<file path="config.mk">
export PLATFORM = sky130hd
export DESIGN_NAME = bully_leader_election
export DESIGN_NICKNAME = d
export VERILOG_FILES = /design/src/hw/rtl/ble_pkg.sv /design/src/hw/rtl/bully_leader_election.sv /design/src/hw/rtl/ble_ram.sv /design/src/hw/rtl/ble_dp.sv /design/src/hw/rtl/ble_ctrl.sv
export SDC_FILE = /design/constraint.sdc
export NUM_CORES = 2
export LEC_CHECK = 0
export ABC_AREA = 1
export BUFFER_PORTS_ARGS = -buffer_cell sky130_fd_sc_hd__buf_2
export CORE_MARGIN = 10
export CORE_UTILIZATION = 47
export CTS_CLUSTER_DIAMETER = 120
export DETAILED_ROUTE_END_ITERATION = 16
export GPL_TIMING_DRIVEN = 1
export PLACE_DENSITY = 0.67
export SLEW_MARGIN = 10
export SYNTH_ARGS = -nofsm -noshare
export SYNTH_HDL_FRONTEND = slang
export SYNTH_SLANG_ARGS = --single-unit
</file>
<file path="constraint.sdc">
create_clock -name i_clk -period 20.4 [get_ports i_clk]
set_input_delay 3.06 -clock i_clk [delete_from_list [all_inputs] [get_ports i_clk]]
set_output_delay 3.06 -clock i_clk [all_outputs]
set_load 0.05 [all_outputs]
</file>
<file path="src/hw/rtl/ble_pkg.sv">
// ----------------------------------------------------------------------------
// ble_pkg: shared types and codes of the bully leader election node
// Message codes, item operations, config register indexes, datapath actions
// and the command/status bundles between the controller and the datapath.
// ----------------------------------------------------------------------------
package ble_pkg;

    // item operations
    localparam logic [1:0] OP_TICK  = 2'd0;
    localparam logic [1:0] OP_MSG   = 2'd1;
    localparam logic [1:0] OP_START = 2'd2;

    // message codes
    localparam logic [2:0] MSG_AYA     = 3'd0;
    localparam logic [2:0] MSG_ALIVE   = 3'd1;
    localparam logic [2:0] MSG_ELECT   = 3'd2;
    localparam logic [2:0] MSG_ACK     = 3'd3;
    localparam logic [2:0] MSG_JOIN    = 3'd4;
    localparam logic [2:0] MSG_WELCOME = 3'd5;
    localparam logic [2:0] MSG_LEAVE   = 3'd6;
    localparam logic [2:0] MSG_COORD   = 3'd7;

    // configuration register indexes
    localparam logic [2:0] REG_MY_ID     = 3'd0;
    localparam logic [2:0] REG_ALIVE_INT = 3'd1;
    localparam logic [2:0] REG_ALIVE_TO  = 3'd2;
    localparam logic [2:0] REG_ELECT_TO  = 3'd3;
    localparam logic [2:0] REG_ANN_TO    = 3'd4;

    localparam logic [63:0] BCAST_ID = 64'h0000_0000_FFFF_FFFF;

    typedef logic [4:0] t_act;

    localparam t_act ACT_NONE     = 5'd0;
    localparam t_act ACT_LOAD     = 5'd1;
    localparam t_act ACT_DISPATCH = 5'd2;
    localparam t_act ACT_SCAN_RD  = 5'd3;
    localparam t_act ACT_FIND     = 5'd4;
    localparam t_act ACT_ADD      = 5'd5;
    localparam t_act ACT_LAST_RD  = 5'd6;
    localparam t_act ACT_MOVE_WR  = 5'd7;
    localparam t_act ACT_SE_BEGIN = 5'd8;
    localparam t_act ACT_SE_EMIT  = 5'd9;
    localparam t_act ACT_SE_END   = 5'd10;
    localparam t_act ACT_WELCOME  = 5'd11;
    localparam t_act ACT_WIN      = 5'd12;
    localparam t_act ACT_PRUNE    = 5'd13;
    localparam t_act ACT_ANN      = 5'd14;
    localparam t_act ACT_IDX0     = 5'd15;
    localparam t_act ACT_PROBE    = 5'd16;
    localparam t_act ACT_FLUSH    = 5'd17;

    typedef struct packed {
        t_act act;
    } t_cmd;

    typedef struct packed {
        logic [1:0] op;
        logic [2:0] code;
        logic       addressed;
        logic       from_is_my;
        logic       my_lt_from;
        logic       from_lt_my;
        logic       from_is_coord;
        logic       electing;
        logic       coord_alive;
        logic       ed_reached;
        logic       ad_reached;
        logic       idx_lt_cnt;
        logic       hit;
        logic       rd_lt_my;
        logic       any;
    } t_stat;

endpackage

</file>
<file path="src/hw/rtl/bully_leader_election.sv">
// ----------------------------------------------------------------------------
// bully_leader_election: one node of a bully leader election group
// Takes ticks, received messages and a start command, keeps the member
// table and election state, and sends the messages that result.
// ----------------------------------------------------------------------------
// Usage: pulse start with an item while busy is low; busy stays high until
// every message of the item but the last is sent. Each message appears for
// one cycle on o_strobe and cannot be held off; the last one of an item
// carries o_last, and it shows in the first cycle busy is low again.
// The node takes no new item until busy is low again. Table scans lengthen
// an item: a lookup for join, welcome and leave, one pass to send elect,
// and on a win a prune pass and an announce pass; each entry removed also
// takes a read of the last entry and a move into its place. The table
// memory has a single read port with registered read data, so scans visit
// one entry at a time. The worst case is a leave from the coordinator that
// ends in a win. Items that send nothing still take the full check sequence.
// Config writes (i_cfg_we/i_cfg_idx/i_cfg_data) land at once and are meant
// for idle periods only; index 0 my_id, 1 probe interval, 2 alive timeout,
// 3 elect timeout, 4 announce timeout. The table needs no clearing pass.
// ----------------------------------------------------------------------------
module bully_leader_election import ble_pkg::*; #(
    parameter int GROUP_MAX = 16
) (
    input  logic        i_clk,
    input  logic        i_rst_n,
    input  logic        i_cfg_we,
    input  logic [2:0]  i_cfg_idx,
    input  logic [63:0] i_cfg_data,
    input  logic        start,
    output logic        busy,
    input  logic [1:0]  i_op,
    input  logic [2:0]  i_msg_code,
    input  logic [63:0] i_sender_id,
    input  logic [63:0] i_target_id,
    input  logic [31:0] i_election_tag,
    output logic        o_strobe,
    output logic [2:0]  o_send_code,
    output logic [63:0] o_dest_id,
    output logic [31:0] o_send_tag,
    output logic        o_last
);
    t_cmd  cmd;
    t_stat stat;

    ble_ctrl u_ctrl (
        .i_clk   (i_clk),
        .i_rst_n (i_rst_n),
        .start   (start),
        .i_stat  (stat),
        .o_cmd   (cmd),
        .busy    (busy)
    );

    ble_dp #(.GROUP_MAX(GROUP_MAX)) u_dp (
        .i_clk          (i_clk),
        .i_rst_n        (i_rst_n),
        .i_cfg_we       (i_cfg_we),
        .i_cfg_idx      (i_cfg_idx),
        .i_cfg_data     (i_cfg_data),
        .i_op           (i_op),
        .i_msg_code     (i_msg_code),
        .i_sender_id    (i_sender_id),
        .i_target_id    (i_target_id),
        .i_election_tag (i_election_tag),
        .i_cmd          (cmd),
        .o_stat         (stat),
        .o_strobe       (o_strobe),
        .o_send_code    (o_send_code),
        .o_dest_id      (o_dest_id),
        .o_send_tag     (o_send_tag),
        .o_last         (o_last)
    );

`ifndef SYNTHESIS
    // an accepted item keeps the node busy in the next cycle
    a_busy_after_start: assert property (@(posedge i_clk) disable iff (!i_rst_n)
        start && !busy |=> busy) else $error("busy not raised");

    // once idle, only the final beat of an item can still show
    a_idle_beat_last: assert property (@(posedge i_clk) disable iff (!i_rst_n)
        o_strobe && !busy |-> o_last) else $error("non-final beat while idle");

    // the final beat ends the item's output
    a_last_ends: assert property (@(posedge i_clk) disable iff (!i_rst_n)
        o_strobe && o_last |=> !o_strobe) else $error("beat after last");
`endif
endmodule

</file>
<file path="src/hw/rtl/ble_ram.sv">
// ----------------------------------------------------------------------------
// ble_ram: generic simple dual-port RAM
// One write port, one read port with registered read data.
// ----------------------------------------------------------------------------
module ble_ram #(
    parameter int WIDTH = 64,
    parameter int DEPTH = 16
) (
    input  logic                     i_clk,
    input  logic                     i_we,
    input  logic [$clog2(DEPTH)-1:0] i_waddr,
    input  logic [WIDTH-1:0]         i_wdata,
    input  logic [$clog2(DEPTH)-1:0] i_raddr,
    output logic [WIDTH-1:0]         o_rdata
);
    logic [WIDTH-1:0] r_mem [DEPTH];
    logic [WIDTH-1:0] r_rdata;

    always_ff @(posedge i_clk) begin
        if (i_we) begin
            r_mem[i_waddr] <= i_wdata;
        end
        r_rdata <= r_mem[i_raddr];
    end

    assign o_rdata = r_rdata;
endmodule

</file>
<file path="src/hw/rtl/ble_dp.sv">
// ----------------------------------------------------------------------------
// ble_dp: datapath of the election node
// Config, node state, member table, scan index and the result stage
// (one pending beat, so the final beat of an item can carry last).
// ----------------------------------------------------------------------------
module ble_dp import ble_pkg::*; #(
    parameter int GROUP_MAX = 16
) (
    input  logic        i_clk,
    input  logic        i_rst_n,
    input  logic        i_cfg_we,
    input  logic [2:0]  i_cfg_idx,
    input  logic [63:0] i_cfg_data,
    input  logic [1:0]  i_op,
    input  logic [2:0]  i_msg_code,
    input  logic [63:0] i_sender_id,
    input  logic [63:0] i_target_id,
    input  logic [31:0] i_election_tag,
    input  t_cmd        i_cmd,
    output t_stat       o_stat,
    output logic        o_strobe,
    output logic [2:0]  o_send_code,
    output logic [63:0] o_dest_id,
    output logic [31:0] o_send_tag,
    output logic        o_last
);
    localparam int CW  = $clog2(GROUP_MAX + 1);
    localparam int AW  = $clog2(GROUP_MAX);
    localparam int CAP = 2 * GROUP_MAX + 2;
    localparam int EW  = $clog2(CAP + 1);

    logic [63:0] r_my_id;
    logic [7:0]  r_ai, r_at, r_et, r_ant;
    logic [1:0]  r_op;
    logic [2:0]  r_code;
    logic [63:0] r_from, r_target;
    logic [31:0] r_tag;
    logic [CW-1:0] r_count, r_idx;
    logic [AW-1:0] r_pos;
    logic [63:0] r_coord;
    logic        r_calive, r_elect, r_hit, r_any;
    logic [31:0] r_en, r_ed, r_ad, r_pt, r_now;
    logic        r_pv;
    logic [2:0]  r_p_code;
    logic [63:0] r_p_dest;
    logic [31:0] r_p_tag;
    logic [EW-1:0] r_ecnt;
    logic        r_o_valid, r_o_last;
    logic [2:0]  r_o_code;
    logic [63:0] r_o_dest;
    logic [31:0] r_o_tag;

    logic          ram_we;
    logic [AW-1:0] ram_waddr, ram_raddr;
    logic [63:0]   ram_wdata, rdata;
    logic [CW-1:0] cnt_m1;
    logic          addressed, pt_reached;
    logic [31:0]   ed_diff, ad_diff, pt_diff;
    logic          e_req;
    logic [2:0]    e_code;
    logic [63:0]   e_dest;
    logic [31:0]   e_tag;

    assign cnt_m1     = r_count - 1'b1;
    assign addressed  = (r_target == BCAST_ID) || (r_target == r_my_id);
    // a deadline is reached once now has caught up with it (mod 2^32)
    assign ed_diff    = r_now - r_ed;
    assign ad_diff    = r_now - r_ad;
    assign pt_diff    = r_now - r_pt;
    assign pt_reached = ~pt_diff[31];

    ble_ram #(.WIDTH(64), .DEPTH(GROUP_MAX)) u_tab (
        .i_clk   (i_clk),
        .i_we    (ram_we),
        .i_waddr (ram_waddr),
        .i_wdata (ram_wdata),
        .i_raddr (ram_raddr),
        .o_rdata (rdata)
    );

    always_comb begin
        ram_raddr = (i_cmd.act == ACT_LAST_RD) ? cnt_m1[AW-1:0] : r_idx[AW-1:0];
        ram_we    = 1'b0;
        ram_waddr = r_pos;
        ram_wdata = rdata;
        if (i_cmd.act == ACT_ADD) begin
            ram_we    = !r_hit && (r_count < CW'(GROUP_MAX));
            ram_waddr = r_count[AW-1:0];
            ram_wdata = r_from;
        end else if (i_cmd.act == ACT_MOVE_WR) begin
            ram_we = 1'b1;
        end
    end

    // result request of this cycle
    always_comb begin
        e_req  = 1'b0;
        e_code = MSG_AYA;
        e_dest = rdata;
        e_tag  = '0;
        case (i_cmd.act)
            ACT_DISPATCH: begin
                if (r_op == OP_START) begin
                    e_req  = 1'b1;
                    e_code = MSG_JOIN;
                    e_dest = BCAST_ID;
                end else if (r_op == OP_MSG && addressed) begin
                    e_dest = r_from;
                    e_tag  = r_tag;
                    if (r_code == MSG_AYA) begin
                        e_req  = 1'b1;
                        e_code = MSG_ALIVE;
                    end else if (r_code == MSG_ELECT) begin
                        e_req  = 1'b1;
                        e_code = MSG_ACK;
                    end
                end
            end
            ACT_SE_EMIT: begin
                e_req  = rdata < r_my_id;
                e_code = MSG_ELECT;
                e_tag  = r_en;
            end
            ACT_WELCOME: begin
                e_req  = 1'b1;
                e_code = MSG_WELCOME;
                e_dest = r_from;
                e_tag  = r_tag;
            end
            ACT_ANN: begin
                e_req  = 1'b1;
                e_code = MSG_COORD;
            end
            ACT_PROBE: begin
                e_req  = r_calive && pt_reached && (r_my_id != r_coord) && !r_elect;
                e_code = MSG_AYA;
                e_dest = r_coord;
            end
            default: ;
        endcase
    end

    always_ff @(posedge i_clk) begin
        if (!i_rst_n) begin
            r_my_id   <= '0;
            r_ai      <= 8'd10;
            r_at      <= 8'd2;
            r_et      <= 8'd2;
            r_ant     <= 8'd10;
            r_count   <= '0;
            r_coord   <= '0;
            r_calive  <= 1'b0;
            r_elect   <= 1'b0;
            r_en      <= '0;
            r_ed      <= '0;
            r_ad      <= '0;
            r_pt      <= '0;
            r_now     <= '0;
            r_idx     <= '0;
            r_hit     <= 1'b0;
            r_any     <= 1'b0;
            r_pv      <= 1'b0;
            r_ecnt    <= '0;
            r_o_valid <= 1'b0;
            r_o_last  <= 1'b0;
        end else begin
            if (i_cfg_we) begin
                case (i_cfg_idx)
                    REG_MY_ID:     r_my_id <= i_cfg_data;
                    REG_ALIVE_INT: r_ai    <= i_cfg_data[7:0];
                    REG_ALIVE_TO:  r_at    <= i_cfg_data[7:0];
                    REG_ELECT_TO:  r_et    <= i_cfg_data[7:0];
                    REG_ANN_TO:    r_ant   <= i_cfg_data[7:0];
                    default: ;
                endcase
            end

            // pending beat goes out when a newer one is taken below the item's cap or at the flush
            r_o_valid <= r_pv && ((e_req && r_ecnt < EW'(CAP)) || i_cmd.act == ACT_FLUSH);
            if (e_req && r_ecnt < EW'(CAP)) begin
                if (r_pv) begin
                    r_o_last  <= 1'b0;
                    r_o_code  <= r_p_code;
                    r_o_dest  <= r_p_dest;
                    r_o_tag   <= r_p_tag;
                end
                r_pv     <= 1'b1;
                r_p_code <= e_code;
                r_p_dest <= e_dest;
                r_p_tag  <= e_tag;
                r_ecnt   <= r_ecnt + 1'b1;
            end

            case (i_cmd.act)
                ACT_LOAD: begin
                    r_op     <= i_op;
                    r_code   <= i_msg_code;
                    r_from   <= i_sender_id;
                    r_target <= i_target_id;
                    r_tag    <= i_election_tag;
                    r_ecnt   <= '0;
                end
                ACT_DISPATCH: begin
                    r_idx <= '0;
                    r_hit <= 1'b0;
                    if (r_op == OP_TICK) begin
                        r_now <= r_now + 1'b1;
                    end else if (r_op == OP_START) begin
                        r_ad <= r_now + 32'(r_at);
                    end else if (r_op == OP_MSG && addressed) begin
                        case (r_code)
                            MSG_ALIVE: if (r_from == r_coord) r_calive <= 1'b1;
                            MSG_ACK: begin
                                if (r_tag == r_en) begin
                                    r_elect <= 1'b0;
                                    r_ad    <= r_now + 32'(r_ant);
                                end
                            end
                            MSG_COORD: begin
                                r_coord  <= r_from;
                                r_calive <= 1'b1;
                                r_pt     <= r_now + 32'(r_ai);
                            end
                            default: ;
                        endcase
                    end
                end
                ACT_FIND: begin
                    if (rdata == r_from) begin
                        r_hit <= 1'b1;
                        r_pos <= r_idx[AW-1:0];
                    end
                    r_idx <= r_idx + 1'b1;
                end
                ACT_ADD: begin
                    if (!r_hit && r_count < CW'(GROUP_MAX)) r_count <= r_count + 1'b1;
                end
                ACT_LAST_RD: r_count <= cnt_m1;
                ACT_SE_BEGIN: begin
                    r_elect  <= 1'b1;
                    r_calive <= 1'b0;
                    r_en     <= r_en + 1'b1;
                    r_any    <= 1'b0;
                    r_idx    <= '0;
                end
                ACT_SE_EMIT: begin
                    if (rdata < r_my_id) r_any <= 1'b1;
                    r_idx <= r_idx + 1'b1;
                end
                ACT_SE_END: r_ed <= r_any ? r_now + 32'(r_et) : r_now;
                ACT_WELCOME: begin
                    if (r_elect && r_from < r_my_id) r_elect <= 1'b0;
                end
                ACT_WIN: begin
                    r_coord  <= r_my_id;
                    r_calive <= 1'b1;
                    r_pt     <= r_now + 32'(r_ai);
                    r_elect  <= 1'b0;
                    r_idx    <= '0;
                end
                ACT_PRUNE: begin
                    r_pos <= r_idx[AW-1:0];
                    if (!(rdata < r_my_id)) r_idx <= r_idx + 1'b1;
                end
                ACT_ANN: r_idx <= r_idx + 1'b1;
                ACT_IDX0: r_idx <= '0;
                ACT_PROBE: begin
                    if (r_calive && pt_reached) begin
                        if (r_my_id != r_coord && !r_elect) r_calive <= 1'b0;
                        r_ad <= r_now + 32'(r_at);
                        r_pt <= r_now + 32'(r_ai);
                    end
                end
                ACT_FLUSH: begin
                    if (r_pv) begin
                        r_o_last  <= 1'b1;
                        r_o_code  <= r_p_code;
                        r_o_dest  <= r_p_dest;
                        r_o_tag   <= r_p_tag;
                        r_pv      <= 1'b0;
                    end
                end
                default: ;
            endcase
        end
    end

    always_comb begin
        o_stat.op            = r_op;
        o_stat.code          = r_code;
        o_stat.addressed     = addressed;
        o_stat.from_is_my    = r_from == r_my_id;
        o_stat.my_lt_from    = r_my_id < r_from;
        o_stat.from_lt_my    = r_from < r_my_id;
        o_stat.from_is_coord = r_from == r_coord;
        o_stat.electing      = r_elect;
        o_stat.coord_alive   = r_calive;
        o_stat.ed_reached    = ~ed_diff[31];
        o_stat.ad_reached    = ~ad_diff[31];
        o_stat.idx_lt_cnt    = r_idx < r_count;
        o_stat.hit           = r_hit;
        o_stat.rd_lt_my      = rdata < r_my_id;
        o_stat.any           = r_any;
    end

    assign o_strobe    = r_o_valid;
    assign o_send_code = r_o_code;
    assign o_dest_id   = r_o_dest;
    assign o_send_tag  = r_o_tag;
    assign o_last      = r_o_last;
endmodule

</file>
<file path="src/hw/rtl/ble_ctrl.sv">
// ----------------------------------------------------------------------------
// ble_ctrl: sequencer of the election node
// Walks one item through dispatch, table scans, election and the
// end-of-item deadline checks, issuing at most one datapath action per cycle.
// ----------------------------------------------------------------------------
module ble_ctrl import ble_pkg::*; (
    input  logic  i_clk,
    input  logic  i_rst_n,
    input  logic  start,
    input  t_stat i_stat,
    output t_cmd  o_cmd,
    output logic  busy
);
    localparam logic [4:0] S_IDLE   = 5'd0;
    localparam logic [4:0] S_DISP   = 5'd1;
    localparam logic [4:0] S_F_RD   = 5'd2;
    localparam logic [4:0] S_F_CHK  = 5'd3;
    localparam logic [4:0] S_F_DONE = 5'd4;
    localparam logic [4:0] S_JOIN2  = 5'd5;
    localparam logic [4:0] S_R_LAST = 5'd6;
    localparam logic [4:0] S_R_MV   = 5'd7;
    localparam logic [4:0] S_LEAVE2 = 5'd8;
    localparam logic [4:0] S_SE     = 5'd9;
    localparam logic [4:0] S_SE_RD  = 5'd10;
    localparam logic [4:0] S_SE_EV  = 5'd11;
    localparam logic [4:0] S_WIN    = 5'd12;
    localparam logic [4:0] S_P_RD   = 5'd13;
    localparam logic [4:0] S_P_EV   = 5'd14;
    localparam logic [4:0] S_P_LAST = 5'd15;
    localparam logic [4:0] S_P_MV   = 5'd16;
    localparam logic [4:0] S_A_RD   = 5'd17;
    localparam logic [4:0] S_A_EV   = 5'd18;
    localparam logic [4:0] S_CHK_E  = 5'd19;
    localparam logic [4:0] S_CHK_A  = 5'd20;
    localparam logic [4:0] S_CHK_P  = 5'd21;
    localparam logic [4:0] S_FLUSH  = 5'd22;

    localparam logic [1:0] MODE_WEL  = 2'd0;
    localparam logic [1:0] MODE_JOIN = 2'd1;
    localparam logic [1:0] MODE_REM  = 2'd2;

    logic [4:0] r_state, n_state;
    logic [4:0] r_after, n_after;   // where an election or win returns to
    logic [1:0] r_mode, n_mode;

    always_comb begin
        n_state   = r_state;
        n_after   = r_after;
        n_mode    = r_mode;
        o_cmd.act = ACT_NONE;
        case (r_state)
            S_IDLE: begin
                if (start) begin
                    o_cmd.act = ACT_LOAD;
                    n_state   = S_DISP;
                end
            end
            S_DISP: begin
                o_cmd.act = ACT_DISPATCH;
                n_state   = S_CHK_E;
                n_after   = S_CHK_E;
                if (i_stat.op == OP_MSG && i_stat.addressed) begin
                    case (i_stat.code)
                        MSG_ELECT: n_state = S_SE;
                        MSG_COORD: if (i_stat.my_lt_from) n_state = S_SE;
                        MSG_JOIN: begin
                            if (!i_stat.from_is_my) begin
                                n_mode  = MODE_JOIN;
                                n_state = S_F_RD;
                            end
                        end
                        MSG_WELCOME: begin
                            n_mode  = MODE_WEL;
                            n_state = S_F_RD;
                        end
                        MSG_LEAVE: begin
                            n_mode  = MODE_REM;
                            n_state = S_F_RD;
                        end
                        default: ;
                    endcase
                end
            end
            S_F_RD: begin
                if (i_stat.idx_lt_cnt) begin
                    o_cmd.act = ACT_SCAN_RD;
                    n_state   = S_F_CHK;
                end else begin
                    n_state = S_F_DONE;
                end
            end
            S_F_CHK: begin
                o_cmd.act = ACT_FIND;
                n_state   = i_stat.rd_lt_my ? S_F_RD : S_F_RD;
                if (i_stat.hit) n_state = S_F_DONE;
            end
            S_F_DONE: begin
                if (r_mode == MODE_REM) begin
                    n_state = i_stat.hit ? S_R_LAST : S_LEAVE2;
                end else begin
                    o_cmd.act = ACT_ADD;
                    n_state   = (r_mode == MODE_JOIN) ? S_JOIN2 : S_CHK_E;
                end
            end
            S_JOIN2: begin
                o_cmd.act = ACT_WELCOME;
                n_state   = (i_stat.electing && i_stat.from_lt_my) ? S_SE : S_CHK_E;
            end
            S_R_LAST: begin
                o_cmd.act = ACT_LAST_RD;
                n_state   = S_R_MV;
            end
            S_R_MV: begin
                o_cmd.act = ACT_MOVE_WR;
                n_state   = S_LEAVE2;
            end
            S_LEAVE2: n_state = i_stat.from_is_coord ? S_SE : S_CHK_E;
            S_SE: begin
                if (i_stat.electing) begin
                    n_state = r_after;
                end else begin
                    o_cmd.act = ACT_SE_BEGIN;
                    n_state   = S_SE_RD;
                end
            end
            S_SE_RD: begin
                if (i_stat.idx_lt_cnt) begin
                    o_cmd.act = ACT_SCAN_RD;
                    n_state   = S_SE_EV;
                end else begin
                    o_cmd.act = ACT_SE_END;
                    n_state   = i_stat.any ? r_after : S_WIN;
                end
            end
            S_SE_EV: begin
                o_cmd.act = ACT_SE_EMIT;
                n_state   = S_SE_RD;
            end
            S_WIN: begin
                o_cmd.act = ACT_WIN;
                n_state   = S_P_RD;
            end
            S_P_RD: begin
                if (i_stat.idx_lt_cnt) begin
                    o_cmd.act = ACT_SCAN_RD;
                    n_state   = S_P_EV;
                end else begin
                    o_cmd.act = ACT_IDX0;
                    n_state   = S_A_RD;
                end
            end
            S_P_EV: begin
                o_cmd.act = ACT_PRUNE;
                n_state   = i_stat.rd_lt_my ? S_P_LAST : S_P_RD;
            end
            S_P_LAST: begin
                o_cmd.act = ACT_LAST_RD;
                n_state   = S_P_MV;
            end
            S_P_MV: begin
                o_cmd.act = ACT_MOVE_WR;
                n_state   = S_P_RD;
            end
            S_A_RD: begin
                if (i_stat.idx_lt_cnt) begin
                    o_cmd.act = ACT_SCAN_RD;
                    n_state   = S_A_EV;
                end else begin
                    n_state = r_after;
                end
            end
            S_A_EV: begin
                o_cmd.act = ACT_ANN;
                n_state   = S_A_RD;
            end
            S_CHK_E: begin
                n_state = S_CHK_A;
                if (i_stat.electing && i_stat.ed_reached) begin
                    n_after = S_CHK_A;
                    n_state = S_WIN;
                end
            end
            S_CHK_A: begin
                n_state = S_CHK_P;
                if (!i_stat.coord_alive && i_stat.ad_reached) begin
                    n_after = S_CHK_P;
                    n_state = S_SE;
                end
            end
            S_CHK_P: begin
                o_cmd.act = ACT_PROBE;
                n_state   = S_FLUSH;
            end
            S_FLUSH: begin
                o_cmd.act = ACT_FLUSH;
                n_state   = S_IDLE;
            end
            default: n_state = S_IDLE;
        endcase
    end

    always_ff @(posedge i_clk) begin
        if (!i_rst_n) begin
            r_state <= S_IDLE;
            r_after <= S_CHK_E;
            r_mode  <= MODE_WEL;
        end else begin
            r_state <= n_state;
            r_after <= n_after;
            r_mode  <= n_mode;
        end
    end

    assign busy = r_state != S_IDLE;
endmodule
</file>
==> impl_metrics.yaml <==
drt:
  wirelength_mm: 268
  vias_per_cell: 5.83
  vias: 63600
  drtIter0Drc: 7284
  antenna_left: 0
  wl_per_cell_um: 24.5
  dr.pass1.iters: 8
  drc: 0
setup_path:
  ff2ff_setup_slack_ns: 15.12
  cp.required_ns: 20.87
  cp.arrival_ns: 6.08
  crit_family: "buffers and inverters"
  end_kind: "flip-flop"
  worst-path-buf-inv: 4
  cp_max_fo: 143
  crit_path_cell_trace: "buf_6, inv_4, buf_4, nor2_4, buf_12"
  cp_slowest_cell: "nor2_4"
  critPathMaxStageDelay_ns: 0.70
  cp-start-kind: "input port"
  crit_type: "in -> reg"
sta:
  fmax_mhz: 178
  finalHoldViolCount: 0
  layout_min_cycle_time_ns: 5.61
  drv_slew: 0
  setup-tns-final_ns: 0
  timing.final.crit_share: 0.275
  rsz0062_at_grt: "false"
  worstMarginPinSlew_ns: 1.37
  holdWs_ns: 0.459
  relSlewSlack: 0.0784
  setup_viol: 0
  skew_ns: 0.0352
clock_network:
  cts.repair.resized: 0
  cts_setup_buffers: 0
  cts.clk_slew.worst_paths_ns: 0.06
  cts.sinks: 1808
  cts_tree: "done"
  postCtsHoldBufs: 0
  insertion_delay_ns: 0.86
  htreeDepth: 4
  clock_path_buffers: 3
  clock_tree.root_cell: "clkbuf_16"
  cts_buffers: 183
synthesis:
  synth_mux_area_frac: 0.000243
  synth_flop_cell: "edfxtp_1"
  avgSynthCellArea_um2: 10.1
  async_flop_share: 0
  synth_top_family_by_area: "compound AO/OA/AOI/OAI gates"
  ys_seq_area_frac: 0.608
  yosysWarnings: 0
  synthAdderAreaFrac: 0.0406
  synth_xor_xnor_area_share: 0.0251
  ys_types: 60
  synth_edf_count: 1391
  synth_simple_gate_area_share: 0.124
  syn_inst: 8154
  yosys_register_bits: 1808
  synth_area_um2: 82500
  synth_compound_area_frac: 0.153
  syn_nets: 8655
finish:
  areaGrowthSynthToFinish_pct: 12.6
  fin_nets: 8924
  layoutNonFillerInstCount: 10900
  drive_gt1_frac: 0.100
power:
  power.leakage_nw: 33.8
  power_density_nw_per_um2: 129
  ir_drop_mv: 0.116
  finalPower_mw: 12.0
die:
  num_rows: 153
  core_area_um2: 174000
  start_util: 0.473
  die-area_um2: 193000
  chipWidth_um: 439
  die_y_um: 439
  io_pins: 338
place:
  hpwl_mm: 174
  port_buffers: 337
  dp_cells: 10600
  gp_congestion: 0.958
run_status:
  status: "complete, no violations"
grt:
  grt_pass1_vias: 60400
  antenna_found_initial: 9
  gr-total-overflow: 0
  grt_first_pass_wirelength_mm: 389
  grt_use_total: 0.267
  grt_max_degree: 192
worst_hold_path:
  hold_class: "reg -> reg"
job:
  max_cap_violations: 0
## stage by stage
stage          area, um^2   util  worst slack [ns]
2_1_floorplan       82500      -              9.34
3_3_place_gp        86800  0.498             14.09
3_5_place_dp        86800  0.498             14.01
4_1_cts             92900  0.533             14.86
5_1_grt             92900  0.533             14.73
6_report            92900  0.533             14.79
## cells by family (layout without fill, tap and decap cells)
logic type	count (synthesis)	after routing
adder cells (fa/ha/maj)	265	265
buffers and inverters	1042	1471
other	0	2
flip-flops	1808	1808
multiplexers	2	2
XOR/XNOR	236	236
AO/OA/AOI/OAI	2273	2273
AND/OR/NAND/NOR	2528	2528
## final timing paths
kind,from,to,depth (start not counted)
min,u_dp.r_pt[24],u_dp.r_pt[24],2
max reg2reg,u_ctrl.r_state[4],u_dp.u_tab.o_rdata[63],13
min reg2reg,u_dp.r_pt[24],u_dp.r_pt[24],2
max,i_rst_n,u_dp.r_target[6],5
## cell usage in the layout, fill, tap and decap left out, types with 65 or more instances in the layout
cell type / netlist / final
o22ai_1: 218 / 218
nor3_1: 68 / 68
buf_4: 4 / 143
buf_2: 111 / 336
o211ai_1: 110 / 110
xnor2_1: 68 / 68
edfxtp_1: 1391 / 1391
nand2_1: 1215 / 1214
o221ai_1: 65 / 65
ha_1: 261 / 261
o21ai_1: 214 / 216
nand3_1: 122 / 120
nor2_1: 972 / 949
o21ai_0: 921 / 919
a21oi_1: 577 / 575
clkbuf_16: 0 / 184
dfxtp_1: 417 / 416
inv_1: 608 / 603
xor2_1: 168 / 168
nand4_1: 74 / 74
o21a_1: 66 / 65
## power by group
part	switching (mW)	internal (mW)	total, mW	leakage (nW)
logic	2.44	0.944	3.39	14.9
clock network	1.48	1.94	3.41	2.96
registers	0.424	4.80	5.22	16.0
## cell type report
cell class              count  area (um^2)
clock inverters            91         1070
multi-input cells        5304        28500
well taps                2325         2910
repair buffers            481         2790
diodes                      2         5.00
inverters                 645         2450
flip-flops and latches   1808        50100
fillers                 15300        81300
clock buffers             254         5050
## routing by layer
layer | global-route usage | routed length, um
met5 | 0 | 27
met3 | 0.0410 | 22300
met4 | 0.159 | 17500
met1 | 0.341 | 104000
met2 | 0.429 | 124000
## cell usage after synthesis, types with 74 or more instances
cell | n | area (um^2)
edfxtp_1 | 1391 | 41800
nand2_1 | 1215 | 4560
nor2_1 | 972 | 3650
o21ai_0 | 921 | 4610
inv_1 | 608 | 2280
a21oi_1 | 577 | 2890
dfxtp_1 | 417 | 8350
ha_1 | 261 | 3270
clkbuf_1 | 258 | 968
o22ai_1 | 218 | 1360
o21ai_1 | 214 | 1070
xor2_1 | 168 | 1470
nand3_1 | 122 | 611
buf_2 | 111 | 556
o211ai_1 | 110 | 826
nand4_1 | 74 | 463
## flip-flops by register name, indices dropped and copies added (netlist names), 8 cells and up, named ones only
register	count
u_dp.u_tab.r_mem	1024
u_dp.r_coord	64
u_dp.r_from	64
u_dp.r_my_id	64
u_dp.r_p_dest	64
u_dp.r_target	64
u_dp.u_tab.o_rdata	64
u_dp.r_ad	32
u_dp.r_ed	32
u_dp.r_en	32
u_dp.r_now	32
u_dp.r_p_tag	32
u_dp.r_pt	32
u_dp.r_tag	32
u_dp.r_ai	8
u_dp.r_ant	8
u_dp.r_at	8
u_dp.r_et	8
## tightest hold or removal path, cell delays in order, from the launching register on
cell and delay (ns):
dfxtp_1 0.29, inv_1 0.06, a21oi_1 0.06
Note: power is estimated with default switching activity, not from simulation.
